## src/hw/rtl/wmo_pkg.sv

```systemverilog
// Shared widths, codes and types for the wavetable morph oscillator.
package wmo_pkg;

   localparam int ADDR_W    = 14;
   localparam int TABLE_DEPTH = 1 << ADDR_W;
   localparam int SAMPLE_W  = 16;
   localparam int PHASE_W   = 24;
   localparam int MORPH_W   = 16;
   localparam int SLOPE_W   = 16;
   localparam int TDATA_W   = 72;
   localparam int RSP_W     = 16;

   localparam int WAVE_LEN_DEFAULT   = 256;
   localparam int WAVE_COUNT_DEFAULT = 64;

   localparam logic [SLOPE_W-1:0] SLOPE_FLOOR_RESET = 16'd3;

   // result queue; input credits track it
   localparam int OFIFO_DEPTH = 8;
   localparam int OFIFO_PTR_W = $clog2(OFIFO_DEPTH);
   localparam int CRED_W      = $clog2(OFIFO_DEPTH + 1);

   typedef enum logic {
      OP_WRITE = 1'b0,
      OP_GEN   = 1'b1
   } op_type;

   // sideband that travels with each table read
   typedef struct packed {
      logic               valid;
      logic               second;  // upper neighbor of the pair
      logic               wave_b;  // second wave of a crossfade
      logic               single;  // edge wave, no crossfade
      logic [PHASE_W-1:0] fx;
      logic [MORPH_W-1:0] f;
   } rd_tag_type;

endpackage

```

## src/hw/rtl/wmo_ofifo.sv

```systemverilog
// Result queue between the datapath and the output channel.
module wmo_ofifo (
   input  logic                      clock,
   input  logic                      reset,
   input  logic                      push,
   input  logic [wmo_pkg::RSP_W-1:0] push_data,
   input  logic                      pop,
   output logic                      out_valid,
   output logic [wmo_pkg::RSP_W-1:0] out_data
);
   import wmo_pkg::*;

   logic [RSP_W-1:0]       entry_ff [OFIFO_DEPTH];
   logic [OFIFO_PTR_W-1:0] wr_ptr_ff;
   logic [OFIFO_PTR_W-1:0] rd_ptr_ff;
   logic [CRED_W-1:0]      count_ff;
   logic                   pop_ok;

   assign pop_ok = pop && (count_ff != '0);

   // no full check: the input credit keeps the fill at or below depth
   always_ff @(posedge clock) begin
      if (reset) begin
         wr_ptr_ff <= '0;
         rd_ptr_ff <= '0;
         count_ff  <= '0;
      end else begin
         if (push) begin
            wr_ptr_ff <= wr_ptr_ff + OFIFO_PTR_W'(1);
         end
         if (pop_ok) begin
            rd_ptr_ff <= rd_ptr_ff + OFIFO_PTR_W'(1);
         end
         count_ff <= count_ff + CRED_W'(push) - CRED_W'(pop_ok);
      end
      if (push) begin
         entry_ff[wr_ptr_ff] <= push_data;
      end
   end

   assign out_valid = count_ff != '0;
   assign out_data  = entry_ff[rd_ptr_ff];

endmodule

```

## config.mk

```make
export PLATFORM = sky130hd
export DESIGN_NAME = wmo_ofifo
export DESIGN_NICKNAME = d
export VERILOG_FILES = /design/src/hw/rtl/wmo_pkg.sv /design/src/hw/rtl/wmo_ofifo.sv
export SDC_FILE = /design/constraint.sdc
export NUM_CORES = 1
export LEC_CHECK = 0
export BUFFER_PORTS_ARGS = -buffer_cell sky130_fd_sc_hd__buf_2
export CAP_MARGIN = 10
export CORE_AREA = 2 2 125 158
export CTS_BUF_LIST = sky130_fd_sc_hd__clkbuf_8 sky130_fd_sc_hd__clkbuf_16
export CTS_CLUSTER_DIAMETER = 50
export CTS_CLUSTER_SIZE = 28
export DETAILED_ROUTE_END_ITERATION = 7
export DIE_AREA = 0 0 127 160
export PLACE_DENSITY = 0.5
export SETUP_SLACK_MARGIN = 0.4
export SLEW_MARGIN = 10
export SYNTH_ARGS = -nofsm -noshare
export SYNTH_HDL_FRONTEND = slang
export SYNTH_SLANG_ARGS = --single-unit
```

## constraint.sdc

```tcl
create_clock -name clock -period 2 [get_ports clock]
set_clock_uncertainty 0.05 [all_clocks]
set_input_delay 0.1 -clock clock [delete_from_list [all_inputs] [get_ports clock]]
set_output_delay 0.1 -clock clock [all_outputs]
set_load 0.005 [all_outputs]
```

==> results.md <==
* Status: finished with violations
* Failing checks: negative setup slack
* Via/cell ratio at about 4.5
* Gr usage total at roughly an eighth
* Crit path cell chain: buf_12 -> buf_16 -> mux4_2 -> mux2_4 -> buf_6
* Peak supply drop at 563 uV
* Slew of the pin with the lowest slew margin at 0.389 ns
* Mapped Nets at 288
* Post-synth top area cell: edfxtp_1
* Final GP Congestion at 0.672
* Reg clk slew, reported paths at 0.06 ns
* Number of diodes at 0
* WS Path Type: reg -> out
* Final period util at 108%
* Rel. slew slack at 74.1%
* Syn_area_per_cell at 21.3 um^2
* I/O Buffers at 36
* Pwr Density at 1150 nW/um^2
* CTS root buffer: clkbuf_16
* Top cells by count, synth: 128 x edfxtp_1, 28 x mux4_1, 18 x mux2_2, 13 x dfxtp_1, 13 x nor2_1
* Top Metal Used: met4
* Routed length on met2 at 5740 um
* Chip width at 127 um
* Crit end category: output pin
* Antenna violations before repair at 0
* Core Util, Final at 38.2%
* CP Launch Type: flop
* Yosys Warn Count at 0
* Clock latency on the worst-skew pair at 0.41 ns
* Die Y at 160 um
* Count leader, synth: edfxtp_1
* DP Wirelength at between 5000 and 6000 um
* Wire length on met3 at 354 um
* Largest net degree at the start of global routing at 33
* Post-route ant nets at 0
* Initial core utilization at 29.3%
* Vias post-DR at ~2700
* Largest cells by area after synthesis: edfxtp_1 69%, mux4_1 13%, dfxtp_1 4.7%
* Drt first-iter violations at 167
* Core area at 19000 um^2
* Fin area at 7240 um^2
* Worst setup margin at -0.153 ns
* Drt pass-1 iters at 4
* CTS H-Tree Depth at 4
* Die ar. at 20300 um^2
* FP Rows at 57
* Vias in the first global route at between 2000 and 3000
* CTS Buf Count at 17
* Max-slew violation count at 0
* Netlist cell types at 26
* Maximum clock path buffer count at 2
* Sink Count at between 100 and 150
* Mapped Cells at 261
* Crit Path Max Fanout at 8
* Setup TNS at -2.10 ns
* FMAX at 464 MHz
* Asr flop ratio synth at 0%
* Share of cells above drive strength 1 at 44.0%
* Worst min path class: in -> reg
* Synth top area share at 69.1%
* Area after DPL at 6140 um^2
* Sequential fraction of the synthesis area at between 70 and 80%
* Routed wire length at approximately 11000 um
* Yosys reg bits at 141
* RSZ-0062 raised after global routing: true
* Minimum clock period at 2.15 ns
* Fin nets at 374
* Per-cell routed wire length at 18.7 um
* Cell Area, Synth at 5560 um^2
* CP peak stage delay at 0.50 ns
* Crit-path slowest cell: mux4_2
* MaxCap Viol Count at 0
* Fin. Hold Viols at 0
* Ys flop type: edfxtp_1
* Post-synth EDFFs at 128
* Pleak at 2.46 nW
* Area growth syn-to-layout at 30.3%
* CP required at around 1.9 ns
* Final Power at around 8.3 mW
* Final setup fails at 16
* DRT met1 WL at 4910 um
* First-pass GRT wire length at 17300 um
* Worst Path Arrival at 2.00 ns
* DRC violations left at 0
* CTS tree: built
* GR Overflow Total at 0
* Post-Place Setup Slack at 0.0752 ns
* I/O pins at 37
==> critical path: cells and delay by family, from the launching register on <==
kind                   cells  cell delay, ns
flip-flops                 1            0.40
multiplexers               2            0.79
buffers and inverters      3            0.40
==> cell families after synthesis <==
| logic type | count (synthesis) | synth area share (%) |
|---|---|---|
| and+or+nand+nor | 31 | 2.59 |
| buffers and inverters | 18 | 1.78 |
| DFF | 141 | 73.8 |
| AOI/OAI and AO/OA | 10 | 0.968 |
| muxes | 51 | 18.7 |
| adders and majority gates | 7 | 1.71 |
| xor gates and xnor gates | 3 | 0.473 |
==> layout make-up <==
| class | instances | area, um^2 |
|---|---|---|
| clock buffers | 17 | 425 |
| flip-flops and latches | 141 | 4110 |
| repair buffers | 77 | 758 |
| well taps | 236 | 295 |
| inverters | 8 | 30.0 |
| fillers | 1759 | 11700 |
| multi-input cells | 102 | 1450 |
| clock inverters | 14 | 178 |
==> what timing repair did <==
item,CTS,global route
pin swaps,4,2
endpoints found under the setup margin,19,22
gates resized for setup,69,7
hold buffers,18,0
setup buffers,6,1
hold endpoints to repair,138,0
gates cloned,3,0
==> where the power goes <==
part	switching, mW	total [mW]	internal [mW]
clock	1.12	3.17	2.06
combinational	0.700	1.73	1.03
sequential	0.0718	3.42	3.35
total	1.89	8.32	6.43
==> flip-flops by register name, summed over array words and instances (netlist names), named ones only <==
| register | count |
|---|---|
| count_ff | 4 |
| rd_ptr_ff | 3 |
| entry_ff | 128 |
| wr_ptr_ff | 3 |
==> routing by layer <==
| layer | vias to the layer above | global-route usage, % |
|---|---|---|
| met4 | 0 | 3.60 |
| met5 | - | 0 |
| met3 | 13 | 3.55 |
| met2 | 47 | 19.8 |
| li1 | 1228 | - |
| met1 | 1415 | 14.4 |
==> stage by stage <==
step	hold WS (ns)	instances
3_3_place_gp	0.316	536
2_1_floorplan	0.149	261
5_1_grt	0.0401	595
3_5_place_dp	0.328	536
4_1_cts	0.00389	594
6_report	0.0108	595
==> layout by cell type, fill, tap and decap left out, types with 7 or more instances in the layout <==
cell type,n
mux2_4,16
mux4_2,26
buf_2,20
clkbuf_16,17
buf_4,12
dlygate4sd3_1,18
buf_6,20
nor2_1,7
edfxtp_1,128
dfxtp_1,10
==> final timing paths <==
kind / from / end / slack, ns / cells after the start
max: flop / out_data[0] / -0.15 / 5
min: push / wr_ptr_ff[1] / 0.01 / 3
max reg2reg: count_ff[2] / count_ff[1] / 0.12 / 10
min reg2reg: rd_ptr_ff[2] / flop / 0.46 / 2
No activity file was read; power rests on OpenSTA's default activity.
