<file path="src/hw/rtl/wmo_pkg.sv">
// Shared widths, codes and types for the wavetable morph oscillator.
package wmo_pkg;

   localparam int ADDR_W    = 14;
   localparam int TABLE_DEPTH = 1 << ADDR_W;
   localparam int SAMPLE_W  = 16;
   localparam int PHASE_W   = 24;
   localparam int MORPH_W   = 16;
   localparam int SLOPE_W   = 16;
   localparam int TDATA_W   = 72;
   localparam int RSP_W     = 16;

   localparam int WAVE_LEN_DEFAULT   = 256;
   localparam int WAVE_COUNT_DEFAULT = 64;

   localparam logic [SLOPE_W-1:0] SLOPE_FLOOR_RESET = 16'd3;

   // result queue; input credits track it
   localparam int OFIFO_DEPTH = 8;
   localparam int OFIFO_PTR_W = $clog2(OFIFO_DEPTH);
   localparam int CRED_W      = $clog2(OFIFO_DEPTH + 1);

   typedef enum logic {
      OP_WRITE = 1'b0,
      OP_GEN   = 1'b1
   } op_type;

   // sideband that travels with each table read
   typedef struct packed {
      logic               valid;
      logic               second;  // upper neighbor of the pair
      logic               wave_b;  // second wave of a crossfade
      logic               single;  // edge wave, no crossfade
      logic [PHASE_W-1:0] fx;
      logic [MORPH_W-1:0] f;
   } rd_tag_type;

endpackage

</file>
<file path="src/hw/rtl/wmo_interp.sv">
// Interpolation and crossfade pipeline fed by the table read stream.
module wmo_interp (
   input  logic                         clock,
   input  logic                         reset,
   input  wmo_pkg::rd_tag_type          tag_in,
   input  logic [wmo_pkg::SAMPLE_W-1:0] rd_data,
   input  logic [wmo_pkg::SLOPE_W-1:0]  slope_floor,
   output logic                         out_valid,
   output logic [wmo_pkg::SAMPLE_W-1:0] out_signal
);
   import wmo_pkg::*;

   localparam logic signed [19:0] SAT_MAX = 20'sd32767;
   localparam logic signed [19:0] SAT_MIN = -20'sd32768;

   rd_tag_type tag_ff;
   logic signed [SAMPLE_W-1:0] y1_ff;

   // pair stage
   logic signed [16:0] d_in;
   logic        [16:0] ad_in;
   logic               flat_in;
   logic signed [41:0] p1_prod_in;
   logic               p1_valid_ff;
   logic signed [41:0] p1_prod_ff;
   logic signed [17:0] p1_y1_ff;
   logic               p1_flat_ff;
   logic               p1_final_ff;
   logic               p1_single_ff;
   logic [MORPH_W-1:0] p1_f_ff;

   // wave value stage
   logic signed [17:0] p2_v_in;
   logic               p2_valid_ff;
   logic signed [17:0] p2_v_ff;
   logic               p2_final_ff;
   logic               p2_single_ff;
   logic [MORPH_W-1:0] p2_f_ff;
   logic signed [17:0] va_ff;

   // crossfade stage
   logic signed [17:0] v1_in;
   logic signed [18:0] diff_in;
   logic [MORPH_W-1:0] fsel_in;
   logic signed [35:0] p3_prod_in;
   logic               p3_valid_ff;
   logic signed [35:0] p3_prod_ff;
   logic signed [17:0] p3_v1_ff;

   logic signed [19:0] sum_in;
   logic [SAMPLE_W-1:0] out_in;
   logic               out_valid_ff;
   logic [SAMPLE_W-1:0] out_ff;

   always_comb begin
      d_in       = $signed({rd_data[SAMPLE_W-1], rd_data}) - $signed({y1_ff[SAMPLE_W-1], y1_ff});
      ad_in      = d_in[16] ? 17'(-d_in) : 17'(d_in);
      flat_in    = ad_in < {1'b0, slope_floor};
      p1_prod_in = d_in * $signed({1'b0, tag_ff.fx});

      p2_v_in = p1_flat_ff ? p1_y1_ff : p1_y1_ff + p1_prod_ff[41:24];

      v1_in      = p2_single_ff ? p2_v_ff : va_ff;
      diff_in    = $signed({p2_v_ff[17], p2_v_ff}) - $signed({v1_in[17], v1_in});
      fsel_in    = p2_single_ff ? '0 : p2_f_ff;
      p3_prod_in = diff_in * $signed({1'b0, fsel_in});

      sum_in = $signed({{2{p3_v1_ff[17]}}, p3_v1_ff}) + p3_prod_ff[35:16];
      if (sum_in > SAT_MAX) begin
         out_in = SAMPLE_W'(SAT_MAX);
      end else if (sum_in < SAT_MIN) begin
         out_in = SAMPLE_W'(SAT_MIN);
      end else begin
         out_in = sum_in[SAMPLE_W-1:0];
      end
   end

   always_ff @(posedge clock) begin
      if (reset) begin
         tag_ff.valid <= 1'b0;
         p1_valid_ff  <= 1'b0;
         p2_valid_ff  <= 1'b0;
         p3_valid_ff  <= 1'b0;
         out_valid_ff <= 1'b0;
      end else begin
         tag_ff.valid <= tag_in.valid;
         p1_valid_ff  <= tag_ff.valid && tag_ff.second;
         p2_valid_ff  <= p1_valid_ff;
         p3_valid_ff  <= p2_valid_ff && p2_final_ff;
         out_valid_ff <= p3_valid_ff;
      end
      tag_ff.second <= tag_in.second;
      tag_ff.wave_b <= tag_in.wave_b;
      tag_ff.single <= tag_in.single;
      tag_ff.fx     <= tag_in.fx;
      tag_ff.f      <= tag_in.f;

      if (tag_ff.valid && !tag_ff.second) begin
         y1_ff <= rd_data;
      end
      p1_prod_ff   <= p1_prod_in;
      p1_y1_ff     <= 18'(y1_ff);
      p1_flat_ff   <= flat_in;
      p1_final_ff  <= tag_ff.single || tag_ff.wave_b;
      p1_single_ff <= tag_ff.single;
      p1_f_ff      <= tag_ff.f;

      p2_v_ff      <= p2_v_in;
      p2_final_ff  <= p1_final_ff;
      p2_single_ff <= p1_single_ff;
      p2_f_ff      <= p1_f_ff;
      // first wave of a crossfade waits here for the second
      if (p2_valid_ff && !p2_final_ff) begin
         va_ff <= p2_v_ff;
      end

      p3_prod_ff <= p3_prod_in;
      p3_v1_ff   <= v1_in;
      out_ff     <= out_in;
   end

   assign out_valid  = out_valid_ff;
   assign out_signal = out_ff;

endmodule

</file>
<file path="config.mk">
export PLATFORM = sky130hd
export DESIGN_NAME = wmo_interp
export DESIGN_NICKNAME = d
export VERILOG_FILES = /design/src/hw/rtl/wmo_pkg.sv /design/src/hw/rtl/wmo_interp.sv
export SDC_FILE = /design/constraint.sdc
export NUM_CORES = 2
export LEC_CHECK = 0
export BUFFER_PORTS_ARGS = -buffer_cell sky130_fd_sc_hd__buf_2
export CAP_MARGIN = 10
export CORE_MARGIN = 4
export CORE_UTILIZATION = 45
export DETAILED_ROUTE_END_ITERATION = 7
export GPL_ROUTABILITY_DRIVEN = 0
export PLACE_DENSITY = 0.6
export SYNTH_ARGS = -nofsm -noshare
export SYNTH_HDL_FRONTEND = slang
export SYNTH_SLANG_ARGS = --single-unit
</file>
<file path="constraint.sdc">
create_clock -name clock -period 11.9 [get_ports clock]
set_input_delay 0.595 -clock clock [delete_from_list [all_inputs] [get_ports clock]]
set_output_delay 0.595 -clock clock [all_outputs]
set_load 0.1 [all_outputs]
</file>
==> results.yml <==
status:
  status: "completed"
logic_synthesis:
  yosys-top-cells-count: "848 x inv_1, 637 x fa_1, 479 x nand2_1"
  netlist_instances: 3653
  synth_area_leaders: "fa_1 38%, ha_1 12%, dfxtp_1 11%, inv_1 9.5%, nand2_1 5.4%"
  yosysTopAreaCell: "fa_1"
  synth.most_common_cell: "inv_1"
  syn_nets: 4681
  synth.cell_area_um2: 33450
  syn_area_per_cell_um2: 9.156
  synth-edff-count: 34
  async_reset_ff_share_pct: 0
  synth.distinct_cells: 69
  synthFlopType: "dfxtp_1"
  ys_ff_latch: 225
  synth_warnings: 0
  synth_top_area_share_pct: 38.13
  synth-seq-area-share_pct: 14.48
sta:
  slew_violations: 0
  fin_crit_ns: 9.636
  worst_pin_slew_ns: 1.234
  fmax_mhz: 103.8
  fin_skew_ns: 0.04295
  setup_slack_ns: 2.264
  finalSetupViolations: 0
  whs_ns: 0.1056
  rsz0062_at_grt: "false"
  post-route-period-util_pct: 80.97
  slew_headroom_pct: 17.48
  setup_tns_ns: 0
  hold_viol: 0
critical_path:
  endpoint_kind: "flip-flop"
  cpPeakStageDelay_ns: 0.91
  crit_arrival_ns: 10.10
  worst_path_max_delay_cell: "xnor2_1"
  startpoint_type: "flip-flop"
  cpMostUsedCell: "fa_1"
  critPathKind: "flip-flop to flip-flop"
  cp_max_fo: 48
  cp.required_ns: 12.37
layout:
  synthToLayoutAreaGrowth_pct: 8.248
  layout-drive-gt1-share_pct: 6.310
  finalCoreUtilization_pct: 49.38
  antenna_cells: 0
  nets: 4730
route:
  dr.pass1.iters: 6
  vias: 24060
  routed-wl-met3_mm: 5.882
  wl_per_cell_um: 18.06
  drt_drc_violations_left: 0
  top_layer: "met4"
  m1WireLength_mm: 35.45
  wl_met2_mm: 39.70
  viasPerCell: 5.138
  drt-total-wl_mm: 84.57
  drt_first_iter_violations: 1363
  ant_nets: 0
grt:
  grt_pass1_wl_mm: 137.9
  grt_max_degree: 49
  grtUsageTotal_pct: 22.23
  grt_remaining_overflow: 0
  grt_pass1_vias: 25650
  antenna_found_initial: 1
clocking:
  clock-sinks: 225
  cts_hold_buf: 0
  clockBufferDepth: 3
  cts_setup_buffers: 0
  clk_pin_slew_ns: 0.06
  cts_tree: "yes"
  cts_made_buffers: 29
  cts_resized: 0
  h-tree-depth: 1
  cts_root_buf: "clkbuf_16"
  clk_latency_ns: 0.59
flow_run:
  drv_cap: 0
floorplan:
  rows: 99
  io-pin-count: 95
  initial_core_util_pct: 45.61
  die_w_um: 280.6
  die-area_um2: 78760
  die_h_um: 280.6
  coreArea_um2: 73330
placed_design:
  numPortBuffers: 94
  pre_cts_ws_ns: 2.341
  detailed_place_hpwl_mm: 66.70
hold_path:
  min_path_type: "input pin to flip-flop"
## final timing paths
path	slack (ns)	start	end	cells past startpoint
max	2.26	p2_single_ff	p3_prod_ff[30]	32
min	0.11	tag_in[32]	tag_ff[32]	1
max reg2reg	2.26	p2_single_ff	p3_prod_ff[30]	32
min reg2reg	0.32	p1_f_ff[0]	p2_f_ff[0]	0
## worst max-delay path, delay by kind of cell (launching register included)
family | cells | cell delay (ns)
flip-flops | 1 | 0.34
AO/OA/AOI/OAI | 12 | 2.66
multiplexers | 1 | 0.32
XOR/XNOR | 2 | 1.09
buffers and inverters | 6 | 0.87
AND/OR/NAND/NOR | 3 | 0.55
adder cells (fa/ha/maj) | 8 | 3.66
## cell usage in the layout (no fill, tap or decap), types with 34 or more instances in the layout
cell       synthesis  final
clkbuf_16          0     34
nand3_1           34     34
edfxtp_1          34     34
xnor2_1           81     70
o21ai_0           69     69
nor2_1           179    179
nand2_1          479    479
dfxtp_1          191    190
and2_1           123    123
xor2_1            40     38
buf_4              0     51
nor3_1            36     36
a21oi_1           68     68
nand2b_1          42     42
nor2b_1           80     79
fa_1             637    636
buf_2              0     94
ha_1             313    313
inv_1            848    848
## stage by stage
stage	instance area, um^2	instances
after floorplan	33450	3653
after global placement	35140	4630
after detailed placement	35140	4630
after CTS	36210	4683
after global routing	36210	4683
final	36210	4683
## flip-flops by register name (all words and copies together), names as in the netlist, 16 cells and up
| register | count |
|---|---|
| p1_f_ff | 16 |
| out_signal | 16 |
| tag_ff | 44 |
| p2_v_ff | 18 |
| p2_f_ff | 16 |
| p3_prod_ff | 20 |
| p3_v1_ff | 18 |
| p1_y1_ff | 16 |
| y1_ff | 16 |
| p1_prod_ff | 18 |
| va_ff | 18 |
## cell type report
cell class	count	area [um^2]
clock buffers	37	872.1
clock inverters	16	192.7
fillers	7023	37120
inverters	849	3187
multi-input cells	2452	25060
flip-flops and latches	225	4846
well taps	959	1200
repair buffers	145	853.3
## metal layers
layer  vias up  GRT usage (%)
met3       188          4.319
met1     11950          28.83
met4         0          7.796
met5         -              0
li1      11170              -
met2       744          37.40
## cell families after synthesis
group / count (synthesis) / share of synthesized area [%]
AO/OA/AOI/OAI: 313 / 6.314
XOR/XNOR: 121 / 3.168
adder cells (fa/ha/maj): 950 / 49.83
buffers and inverters: 976 / 10.95
flip-flops: 225 / 14.48
multiplexers: 21 / 0.6396
AND/OR/NAND/NOR: 1047 / 14.61
Power is left out: the tool's default activity adds up to more than one toggle a clock period on the data nets, which glitch-free logic cannot reach.
